**src/hdl/cfc_pkg.sv**
```systemverilog
// shared types, constants and the crc-16/modbus byte update for the wheel-count deframer
// no dependencies
package cfc_pkg;

    localparam int BYTE_W      = 8;
    localparam int WORD_W      = 32;
    localparam int CRC_W       = 16;
    localparam int NUM_WHEELS  = 4;
    localparam int BODY_LEN    = 18;
    localparam int PAYLOAD_LEN = 16;
    localparam int IDX_W       = $clog2(BODY_LEN);
    localparam int CFG_IDX_W   = 1;

    localparam logic [CRC_W-1:0] CRC_INIT = 16'hFFFF;
    localparam logic [CRC_W-1:0] CRC_POLY = 16'hA001;

    localparam logic [BYTE_W-1:0] FIRST_SYNC_RESET  = 8'h88;
    localparam logic [BYTE_W-1:0] SECOND_SYNC_RESET = 8'hAA;

    // configuration register indexes
    typedef enum logic [CFG_IDX_W-1:0] {
        CFG_FIRST_SYNC  = 1'b0,
        CFG_SECOND_SYNC = 1'b1
    } cfg_index_t;

    // one finished frame as handed to the output stage
    typedef struct packed {
        logic                               good;
        logic [NUM_WHEELS-1:0][WORD_W-1:0]  delta;
        logic [NUM_WHEELS-1:0][WORD_W-1:0]  count;
    } cfc_result_t;

    // reflected crc-16 update over one byte, lsb first
    function automatic logic [CRC_W-1:0] crc16_byte(input logic [CRC_W-1:0] crc_in,
                                                    input logic [BYTE_W-1:0] data);
        logic [CRC_W-1:0] c;
        c = crc_in ^ {{(CRC_W-BYTE_W){1'b0}}, data};
        for (int k = 0; k < BYTE_W; k++) begin
            if (c[0]) begin
                c = (c >> 1) ^ CRC_POLY;
            end else begin
                c = c >> 1;
            end
        end
        return c;
    endfunction

endpackage

```
**src/hdl/cfc_deframer.sv**
```systemverilog
// sync hunt, body capture, running crc and stored wheel counts
// depends on cfc_pkg
module cfc_deframer import cfc_pkg::*; (
    input  logic                   aclk,
    input  logic                   aresetn,
    input  logic                   cfg_wr_en,
    input  logic [CFG_IDX_W-1:0]   cfg_addr,
    input  logic [BYTE_W-1:0]      cfg_wdata,
    input  logic                   byte_valid,
    input  logic [BYTE_W-1:0]      byte_data,
    output logic                   frame_ending,
    output cfc_result_t            result
);

    typedef enum logic [1:0] {
        PH_HUNT  = 2'd0,
        PH_SYNC2 = 2'd1,
        PH_BODY  = 2'd2
    } phase_t;

    localparam logic [IDX_W-1:0] LAST_IDX    = IDX_W'(BODY_LEN - 1);
    localparam logic [IDX_W-1:0] PAYLOAD_END = IDX_W'(PAYLOAD_LEN);

    phase_t                            phase_reg, phase_next;
    logic [IDX_W-1:0]                  index_reg, index_next;
    logic [CRC_W-1:0]                  crc_reg, crc_next;
    logic [BYTE_W-1:0]                 first_sync_reg, second_sync_reg;
    logic [NUM_WHEELS-1:0][WORD_W-1:0] counts_reg, counts_next;
    // last body byte is taken straight from the input, so only 17 are kept
    logic [BYTE_W-1:0]                 body_mem [BODY_LEN-1];
    logic                              body_we;
    logic                              good;
    logic [NUM_WHEELS-1:0][WORD_W-1:0] new_word;

    assign frame_ending = (phase_reg == PH_BODY) && (index_reg == LAST_IDX);

    always_comb begin
        for (int i = 0; i < NUM_WHEELS; i++) begin
            new_word[i] = {body_mem[4*i], body_mem[4*i+1], body_mem[4*i+2], body_mem[4*i+3]};
        end
        good = ({body_mem[PAYLOAD_LEN], byte_data} == crc_reg);
    end

    always_comb begin
        phase_next  = phase_reg;
        index_next  = index_reg;
        crc_next    = crc_reg;
        counts_next = counts_reg;
        body_we     = 1'b0;
        result.good = good;
        for (int i = 0; i < NUM_WHEELS; i++) begin
            result.count[i] = good ? new_word[i] : counts_reg[i];
            result.delta[i] = good ? (new_word[i] - counts_reg[i]) : '0;
        end
        if (byte_valid) begin
            case (phase_reg)
                PH_HUNT: begin
                    if (byte_data == first_sync_reg) begin
                        phase_next = PH_SYNC2;
                        index_next = '0;
                    end
                end
                PH_SYNC2: begin
                    phase_next = (byte_data == second_sync_reg) ? PH_BODY : PH_HUNT;
                    index_next = '0;
                    crc_next   = CRC_INIT;
                end
                PH_BODY: begin
                    if (index_reg > LAST_IDX) begin
                        phase_next = PH_HUNT;
                        index_next = '0;
                    end else if (index_reg == LAST_IDX) begin
                        phase_next = PH_HUNT;
                        index_next = '0;
                        if (good) begin
                            counts_next = new_word;
                        end
                    end else begin
                        body_we    = 1'b1;
                        index_next = index_reg + 1'b1;
                        if (index_reg < PAYLOAD_END) begin
                            crc_next = crc16_byte(crc_reg, byte_data);
                        end
                    end
                end
                default: begin
                    phase_next = PH_HUNT;
                    index_next = '0;
                end
            endcase
        end
    end

    always_ff @(posedge aclk) begin
        if (!aresetn) begin
            phase_reg       <= PH_HUNT;
            index_reg       <= '0;
            crc_reg         <= CRC_INIT;
            counts_reg      <= '0;
            first_sync_reg  <= FIRST_SYNC_RESET;
            second_sync_reg <= SECOND_SYNC_RESET;
        end else begin
            phase_reg  <= phase_next;
            index_reg  <= index_next;
            crc_reg    <= crc_next;
            counts_reg <= counts_next;
            if (cfg_wr_en) begin
                case (cfg_index_t'(cfg_addr))
                    CFG_FIRST_SYNC:  first_sync_reg  <= cfg_wdata;
                    CFG_SECOND_SYNC: second_sync_reg <= cfg_wdata;
                    default: ;
                endcase
            end
        end
    end

    always_ff @(posedge aclk) begin
        if (body_we) begin
            body_mem[index_reg] <= byte_data;
        end
    end

endmodule

```
**src/hdl/crc16_framed_counter_receiver.sv**
```systemverilog
// top level of the wheel-count frame receiver: input register, deframer, result register
// depends on cfc_pkg and cfc_deframer
//
// usage
//   s_ channel carries one received serial byte per request. the block hunts for
//   the first sync byte, requires the second sync byte right after it, then
//   collects 18 body bytes: four big-endian 32-bit wheel counts and a
//   crc-16/modbus of those 16 bytes, crc high byte first
//   m_ channel carries one request per completed frame: crc status in tuser,
//   the stored counts and their wrapping differences in tdata. a bad crc gives
//   the unchanged counts and zero differences
//   sync byte values are set through the cfg_ write port (index 0 first, 1 second)
//   while the block is idle
// timing
//   one byte per cycle sustained unless a waiting result stalls the input: each byte is
//   held in the input register, crc update and frame checks run in one pass into the
//   result register, which is loaded when the deframer takes the last body byte
// reset and stall
//   reset empties both registers, returns to hunting, clears the stored counts
//   and restores the default sync bytes. while a result waits on m_tready the
//   block keeps taking bytes until the next frame end would need the result
//   register; then the input register holds and s_tready drops
module crc16_framed_counter_receiver import cfc_pkg::*; (
    input  logic                            aclk,
    input  logic                            aresetn,
    // configuration write port
    input  logic                            cfg_wr_en,
    input  logic [CFG_IDX_W-1:0]            cfg_addr,
    input  logic [BYTE_W-1:0]               cfg_wdata,
    // byte input
    input  logic                            s_tvalid,
    output logic                            s_tready,
    input  logic [BYTE_W-1:0]               s_tdata,   // [7:0] rx_byte
    // frame result
    output logic                            m_tvalid,
    input  logic                            m_tready,
    // [31:0] left_front_count, [63:32] right_front_count, [95:64] left_back_count,
    // [127:96] right_back_count, [159:128] left_front_delta, [191:160] right_front_delta,
    // [223:192] left_back_delta, [255:224] right_back_delta
    output logic [2*NUM_WHEELS*WORD_W-1:0]  m_tdata,
    output logic [0:0]                      m_tuser    // [0] frame_good
);

    logic              in_valid_reg;
    logic [BYTE_W-1:0] in_byte_reg;
    logic              m_valid_reg;
    cfc_result_t       res_reg;

    logic              frame_ending;
    cfc_result_t       result;
    logic              advance;
    logic              load;

    // a byte moves on unless it ends a frame and the result register is still full
    assign advance  = in_valid_reg && (!frame_ending || !m_valid_reg || m_tready);
    assign load     = advance && frame_ending;
    assign s_tready = !in_valid_reg || advance;

    cfc_deframer u_deframer (
        .aclk         (aclk),
        .aresetn      (aresetn),
        .cfg_wr_en    (cfg_wr_en),
        .cfg_addr     (cfg_addr),
        .cfg_wdata    (cfg_wdata),
        .byte_valid   (advance),
        .byte_data    (in_byte_reg),
        .frame_ending (frame_ending),
        .result       (result)
    );

    // input register
    always_ff @(posedge aclk) begin
        if (!aresetn) begin
            in_valid_reg <= 1'b0;
        end else if (s_tready) begin
            in_valid_reg <= s_tvalid;
        end
    end

    always_ff @(posedge aclk) begin
        if (s_tready && s_tvalid) begin
            in_byte_reg <= s_tdata;
        end
    end

    // result register
    always_ff @(posedge aclk) begin
        if (!aresetn) begin
            m_valid_reg <= 1'b0;
        end else if (load) begin
            m_valid_reg <= 1'b1;
        end else if (m_tready) begin
            m_valid_reg <= 1'b0;
        end
    end

    always_ff @(posedge aclk) begin
        if (load) begin
            res_reg <= result;
        end
    end

    assign m_tvalid   = m_valid_reg;
    assign m_tdata    = {res_reg.delta, res_reg.count};
    assign m_tuser[0] = res_reg.good;

    // a new frame result never overwrites one that is still waiting
    a_no_overwrite: assert property (@(posedge aclk) disable iff (!aresetn)
        load |-> (!m_valid_reg || m_tready))
        else $error("frame result overwritten while stalled");

    // a held byte stays put until the deframer takes it
    a_hold_input: assert property (@(posedge aclk) disable iff (!aresetn)
        (in_valid_reg && !advance) |=> (in_valid_reg && $stable(in_byte_reg)))
        else $error("held input byte lost or changed");

    // a failed frame carries zero differences
    a_bad_zero_delta: assert property (@(posedge aclk) disable iff (!aresetn)
        (m_valid_reg && !res_reg.good) |-> (res_reg.delta == '0))
        else $error("bad frame with nonzero delta");

    // reset leaves no result pending
    a_reset_empty: assert property (@(posedge aclk)
        !aresetn |=> (!m_valid_reg && !in_valid_reg))
        else $error("registers not empty after reset");

endmodule

```
**config.mk**
```make
export PLATFORM = sky130hd
export DESIGN_NAME = crc16_framed_counter_receiver
export DESIGN_NICKNAME = d
export VERILOG_FILES = /design/src/hdl/cfc_pkg.sv /design/src/hdl/cfc_deframer.sv /design/src/hdl/crc16_framed_counter_receiver.sv
export SDC_FILE = /design/constraint.sdc
export NUM_CORES = 1
export LEC_CHECK = 0
export ABC_CLOCK_PERIOD_IN_PS = 49000
export BUFFER_PORTS_ARGS = -buffer_cell sky130_fd_sc_hd__buf_4
export CAP_MARGIN = 15
export CORE_ASPECT_RATIO = 0.75
export CORE_MARGIN = 2
export CORE_UTILIZATION = 32
export CTS_BUF_LIST = sky130_fd_sc_hd__clkbuf_16
export CTS_CLUSTER_DIAMETER = 50
export DETAILED_ROUTE_END_ITERATION = 16
export GPL_TIMING_DRIVEN = 0
export MAX_ROUTING_LAYER = met4
export PLACE_DENSITY = 0.5
export SYNTH_ARGS = -nofsm -noshare
export SYNTH_HDL_FRONTEND = slang
export SYNTH_SLANG_ARGS = --single-unit
```
**constraint.sdc**
```tcl
create_clock -name aclk -period 49 [get_ports aclk]
set_input_delay 9.8 -clock aclk [delete_from_list [all_inputs] [get_ports aclk]]
set_output_delay 9.8 -clock aclk [all_outputs]
set_load 0.005 [all_outputs]
```
==> results.py, run 1 <==
metrics = {
    "yosys": {
        "synth-simple-area-share": 0.147,
        "synth_seq_cells": 570,
        "yosysSeqAreaShare": 0.564,
        "synth_top_family_by_area": "simple AND/OR/NAND/NOR gates",
        "synth.area.mux_share": 0.000366,
        "synthCells": 2715,
        "async_reset_ff_frac": 0,
        "yosys.area_share.adder": 0.0633,
        "synth_cell_types": 77,
        "syn_area_sq_um": 27400,
        "synth_fp_nets": 2873,
        "yosysWarnings": 0,
        "synth_compound_area_frac": 0.138,
        "synth.avg_cell_area_sq_um": 10.1,
        "synth-edff-count": 401,
        "synth_flop_cell": "edfxtp_1",
        "synth_xor_area_frac": 0.0493,
    },
    "routing": {
        "vias": 20900,
        "ant_nets": 0,
        "drc": 0,
        "wl_per_cell_um": 19.6,
        "drt-vias-per-instance": 4.88,
        "drtIter0Drc": 1540,
        "routed_wl_mm": 83.7,
        "dr.pass1.iters": 5,
    },
    "floorplanning": {
        "initial_utilization": 0.324,
        "pin_count": 281,
        "die_w_um": 342,
        "core_sq_um": 84400,
        "die_area_sq_um": 87900,
        "fp.dieH_um": 257,
        "core.rowCount": 92,
    },
    "setup_path": {
        "worstReg2RegEnd": "m_tdata[57]",
        "crit_fanout": 3,
        "r2r_cells": 11,
        "path_cells": "buf_4, nand2b_1, nor2_1, inv_1, buf_4",
        "r2r_slack_ns": 43.82,
        "cp_slowest_cell": "nor2_1",
        "required_ns": 39.20,
        "cp-end-kind": "output port",
        "slowest_delay_ns": 0.36,
        "crit_type": "input pin to output port",
        "worstPathArrival_ns": 10.66,
        "cpLargestDelayFamily": "simple AND/OR/NAND/NOR gates",
        "timing.rr.start": "in_byte_reg[4]",
        "critPathBufInv": 3,
        "crit_path_frequent_cell": "buf_4",
        "worst_setup_path_start_kind": "input pin",
    },
    "global_route": {
        "grt_max_degree": 36,
        "first_global_vias": 20300,
        "grt_pass1_wl_mm": 125,
        "gr-usage-all-layers": 0.193,
        "grt_antenna_before_repair": 5,
        "overflow": 0,
    },
    "clock_network": {
        "cts_max_path_buffers": 3,
        "clk_latency_ns": 0.63,
        "post_cts_resized": 0,
        "numCtsBuffers": 75,
        "root_buffer": "clkbuf_16",
        "tritoncts": "yes",
        "postCtsSetupRepairBufs": 0,
        "htree_levels": 3,
        "ctsHoldBuffers": 0,
        "path_clk_slew_ns": 0.05,
        "clock-sinks": 570,
    },
    "cells_and_area": {
        "mostFrequentLayoutCell": "nand2_1",
        "nNetsFinal": 3248,
        "syn_to_final_growth_pct": 23.4,
        "mostFrequentLayoutCells": "532 x nand2_1, 401 x edfxtp_1, 279 x buf_4",
        "largest_reg_flops": 256,
        "drive_gt1_frac": 0.148,
        "nFillCells": 8256,
        "finalCoreUtilization": 0.400,
    },
    "sta": {
        "setup_tns_ns": 0,
        "finalSetupViolCount": 0,
        "period_share": 0.418,
        "tightest_slew_ns": 1.15,
        "hold_viol": 0,
        "period_minus_slack_ns": 20.46,
        "maxSlewHeadroom": 0.234,
        "max_freq_ghz": 0.0489,
        "rsz0062_at_grt": "no",
        "fin_skew_ns": 0.0240,
        "final_max_slew_viol_count": 0,
        "setup_slack_ns": 28.54,
    },
    "min_path": {
        "timing.hold.worst_path_depth": 2,
        "hold_path_end": "u_deframer.counts_reg[51]",
        "hp-class": "register to register",
        "hp-start": "u_deframer.counts_reg[51]",
    },
    "placed_design": {
        "dp_slack_ns": 28.58,
        "hpwlAfterDp_mm": 63.2,
        "gp_congestion": 0.867,
        "numPortBuffers": 279,
    },
    "pwr": {
        "peakVddDrop_v": 0.0000204,
        "p_per_area_nw_per_um2": 31.8,
        "leakage_nw": 12.9,
    },
    "run_status": {
        "outcome": "completed",
    },
    "run": {
        "cap_viol_max_count": 0,
    },
}
-- through the flow --
step                      hold slack [ns]  total power, mW  area, sq um  cells
after floorplan                     0.432            0.534        27400   2715
after global placement              0.438            0.544        30900   4122
after detailed placement            0.444            0.547        31300   4141
after CTS                           0.450             1.09        33800   4279
after global routing                0.459             1.11        33800   4279
final                               0.450             1.07        33800   4281
-- report_power, final --
part / switching [mW] / internal [mW]
registers: 0.00364 / 0.513
logic: 0.0119 / 0.00802
clock network: 0.225 / 0.311
total: 0.240 / 0.833
-- worst max-delay path by stage --
stage               startpoint                         end  depth (start not counted)
floorplan             m_tready  u_deframer.counts_reg[107]                          7
global placement      m_tready   u_deframer.counts_reg[34]                          8
detailed placement    m_tready                    s_tready                          5
CTS                   m_tready                    s_tready                          5
global route          m_tready                    s_tready                          5
finish                m_tready                    s_tready                          5
-- metal layers --
layer | up-vias | GRT usage | part of all wire
met5 | - | - | 0
met4 | 0 | 0.0492 | 0.021
met3 | 117 | 0.0304 | 0.048
met2 | 508 | 0.284 | 0.44
met1 | 10000 | 0.275 | 0.49
li1 | 10300 | - | -
-- cells in the mapped netlist, types with 10 or more instances --
| library cell | n | area share |
|---|---|---|
| a211oi_1 | 10 | 0.0027 |
| a21o_1 | 46 | 0.013 |
| a21oi_1 | 249 | 0.046 |
| a31oi_1 | 10 | 0.0023 |
| and2_1 | 10 | 0.0023 |
| buf_2 | 18 | 0.0033 |
| clkbuf_1 | 94 | 0.013 |
| dfxtp_1 | 169 | 0.12 |
| edfxtp_1 | 401 | 0.44 |
| ha_1 | 132 | 0.060 |
| inv_1 | 152 | 0.021 |
| nand2_1 | 532 | 0.073 |
| nand2b_1 | 25 | 0.0057 |
| nand3_1 | 42 | 0.0077 |
| nand4_1 | 17 | 0.0039 |
| nor2_1 | 217 | 0.030 |
| nor2b_1 | 22 | 0.0050 |
| nor3_1 | 41 | 0.0075 |
| o21a_1 | 13 | 0.0036 |
| o21ai_0 | 197 | 0.036 |
| o21bai_1 | 15 | 0.0041 |
| or3_1 | 13 | 0.0030 |
| xnor2_1 | 80 | 0.026 |
| xor2_1 | 74 | 0.024 |
-- cell type report --
type	count	area [sq um]	area share
Sequential cell	570	15400	0.457
Inverter	154	578	0.0171
Clock inverter	60	485	0.0144
Timing Repair Buffer	298	2530	0.0750
Antenna cell	2	5.00	0.000148
Multi-Input combinational cell	1873	10900	0.323
Tap cell	1128	1410	0.0418
Clock buffer	78	1950	0.0578
Buffer	118	465	0.0138
-- cell families (layout without fill, tap and decap cells) --
group,after synthesis,in the layout
compound gates,629,629
flops,570,570
mux,1,1
xor+xnor,154,154
other cells,0,2
fa+ha+maj,136,136
buf+inv,272,708
simple gates,953,953
-- worst register-to-register path, cell delays in order, from the launching register on --
cell,delay (ns)
edfxtp_1,0.94
buf_16,0.24
xnor2_1,0.20
ha_1,0.20
nand4_1,0.12
nor2_1,0.17
nand3_1,0.84
inv_2,0.68
clkbuf_1,0.48
clkbuf_1,0.69
nand2_1,0.11
o21ai_0,0.23
(Power assumes the default switching activity.)
==> run 2: changes to the inputs <==
- ABC_AREA: default -> 1
- ABC_CLOCK_PERIOD_IN_PS: 49000 -> 20400
- PLACE_DENSITY: 0.5 -> 0.49
- clock period: 49 -> 20.4 ns (I/O delays scaled with it)
==> run 2 against run 1 <==
Sequential power up 140%. Synthesized cell count grew 18%. Clock-buffer cell count fell by 1. Largest cell class unchanged. Largest power group unchanged. Worst hold slack better by 0.022 ns. Cell count grew 13%. Critical endpoint unchanged. Sequential cell count is the same. Utilization shrank 0.51 points. Combinational power rose to 2.8 times the previous value. Via count up 14%.
==> results.py, run 2 <==
metrics = {
    "pwr": {
        "leakage_nw": 13.3,
        "p_per_area_nw_per_um2": 73.9,
        "peakVddDrop_v": 0.0000569,
    },
    "setup_path": {
        "worst_setup_path_start_kind": "input pin",
        "required_ns": 16.32,
        "cp_slowest_cell": "nand4_1",
        "cpLargestDelayFamily": "buffers and inverters",
        "cp.depth": 4,
        "r2r_cells": 13,
        "worstPathArrival_ns": 4.75,
        "crit_type": "input pin to output port",
        "cp-end-kind": "output port",
        "crit_fanout": 3,
        "slowest_delay_ns": 0.23,
        "path_cells": "buf_4, inv_1, nand4_1, buf_4",
        "critPathBufInv": 3,
        "crit_path_frequent_cell": "buf_4",
    },
    "yosys": {
        "synth.area.mux_share": 0,
        "yosysMostFrequentCell": "nor2_1",
        "synth_top_area_share": 0.417,
        "yosys.area_share.adder": 0.0600,
        "synthCells": 3209,
        "synth_cell_types": 42,
        "synth_fp_nets": 3367,
        "syn_area_sq_um": 28900,
        "synth-simple-area-share": 0.225,
        "synth_top_family_by_area": "simple AND/OR/NAND/NOR gates",
        "yosysSeqAreaShare": 0.534,
        "synth_top_cell_by_area": "edfxtp_1",
        "synth-edff-count": 401,
        "yosys-top-cells-area": "edfxtp_1 42%, dfxtp_1 12%, nor2_1 7.5%",
        "synth_flop_cell": "edfxtp_1",
        "synth_compound_area_frac": 0.116,
        "synthTopCellsByCount": "577 x nor2_1, 493 x nand2_1, 401 x edfxtp_1",
        "async_reset_ff_frac": 0,
        "synth_xor_area_frac": 0.0100,
        "synth_seq_cells": 570,
        "synth.avg_cell_area_sq_um": 9.00,
        "yosysWarnings": 0,
    },
    "routing": {
        "drtIter0Drc": 2365,
        "drc": 0,
        "wl_per_cell_um": 19.8,
        "dr.pass1.iters": 5,
        "vias": 23900,
        "drt-vias-per-instance": 4.93,
        "routed_wl_mm": 95.9,
        "ant_nets": 0,
    },
    "clock_network": {
        "tritoncts": "yes",
        "post_cts_resized": 0,
        "path_clk_slew_ns": 0.06,
        "clk_latency_ns": 0.64,
        "ctsHoldBuffers": 0,
        "root_buffer": "clkbuf_16",
        "cts_max_path_buffers": 3,
        "postCtsSetupRepairBufs": 0,
        "clock-sinks": 570,
        "htree_levels": 3,
        "numCtsBuffers": 74,
    },
    "placed_design": {
        "hpwlAfterDp_mm": 73.3,
        "post_dp_cell_area_sq_um": 32900,
        "numPortBuffers": 279,
        "gp_congestion": 0.925,
    },
    "cells_and_area": {
        "syn_to_final_growth_pct": 22.4,
        "drive_gt1_frac": 0.153,
        "final_cell_area_sq_um": 35400,
        "largest_reg_flops": 256,
        "nNetsFinal": 3739,
        "mostFrequentLayoutCells": "577 x nor2_1, 493 x nand2_1, 401 x edfxtp_1",
        "mostFrequentLayoutCell": "nor2_1",
    },
    "global_route": {
        "first_global_vias": 22200,
        "grt_max_degree": 103,
        "gr-usage-all-layers": 0.209,
        "grt_pass1_wl_mm": 141,
        "overflow": 0,
        "grt_antenna_before_repair": 2,
    },
    "sta": {
        "finalSetupViolCount": 0,
        "maxSlewHeadroom": 0.181,
        "rsz0062_at_grt": "no",
        "max_freq_ghz": 0.113,
        "period_share": 0.433,
        "tightest_slew_ns": 1.23,
        "period_minus_slack_ns": 8.83,
        "hold_viol": 0,
        "fin_skew_ns": 0.0221,
        "final_max_slew_viol_count": 0,
        "setup_tns_ns": 0,
    },
    "floorplanning": {
        "die_area_sq_um": 92700,
        "core_sq_um": 89500,
        "die_w_um": 351,
        "fp.dieH_um": 264,
        "core.rowCount": 95,
        "pin_count": 281,
        "initial_utilization": 0.323,
    },
    "min_path": {
        "timing.hold.worst_path_depth": 2,
        "hp-class": "register to register",
    },
    "run": {
        "cap_viol_max_count": 0,
    },
    "run_status": {
        "outcome": "completed",
    },
}
==> run 2: metal layers <==
| layer | global-route usage | vias to the layer above | routed length (um) |
|---|---|---|---|
| met5 | - | - | 0 |
| met1 | 0.312 | 11300 | 47300 |
| met4 | 0.0455 | 0 | 1830 |
| li1 | - | 11800 | - |
| met3 | 0.0396 | 116 | 6960 |
| met2 | 0.290 | 746 | 39900 |
==> run 2: logic make-up (layout without fill, tap and decap cells) <==
group                      Yosys count  count (layout)
AOI/OAI and AO/OA                  617             617
and+or+nand+nor                   1461            1461
other                                0               1
adders and majority gates          136             136
DFF                                570             570
buffers and inverters              392             824
xor gates and xnor gates            33              33
==> run 2: worst paths after layout <==
kind | from | to | slack, ns
setup / recovery | m_tready | s_tready | 11.57
hold / removal | u_deframer.first_sync_reg[1] | u_deframer.first_sync_reg[1] | 0.47
setup reg to reg | in_byte_reg[2] | m_tdata[134] | 16.06
hold reg to reg | u_deframer.first_sync_reg[1] | u_deframer.first_sync_reg[1] | 0.47
==> run 2: final cells by class <==
cell class / count / area, sq um
Timing Repair Buffer: 296 / 2490
Multi-Input combinational cell: 2247 / 11900
Antenna cell: 1 / 2.50
Tap cell: 1212 / 1520
Buffer: 105 / 498
Clock inverter: 59 / 523
Sequential cell: 570 / 15400
Clock buffer: 77 / 1930
Inverter: 287 / 1080
Fill cell: 8987 / 54100
==> run 2: power breakdown <==
group          switching (mW)  internal, mW
Combinational          0.0361        0.0189
Clock                   0.551         0.764
Sequential            0.00974          1.23
Total                   0.597          2.02
==> run 2: per-stage QoR <==
| step | total power [mW] | hold WS, ns | setup WS, ns | std cells | util |
|---|---|---|---|---|---|
| after floorplan | 1.29 | 0.440 | 10.03 | 3209 | - |
| after global placement | 1.31 | 0.457 | 6.89 | 4700 | 0.363 |
| after detailed placement | 1.32 | 0.464 | 11.58 | 4717 | 0.368 |
| after CTS | 2.64 | 0.474 | 11.57 | 4853 | 0.395 |
| after global routing | 2.69 | 0.504 | 11.53 | 4853 | 0.395 |
| final | 2.61 | 0.472 | 11.57 | 4854 | 0.395 |
==> run 2: worst reg2reg max path: stages, from the launching register on <==
cell and delay [ns]:
edfxtp_1 0.73, buf_16 0.24, buf_8 0.19, inv_1 0.12, nand2_1 0.12, nand2_1 0.10, ha_1 0.21, nand4_1 0.15
nor4_1 0.09, nand3_1 0.11, clkbuf_1 0.78, buf_1 0.98, a21oi_1 0.08, o21a_1 0.20
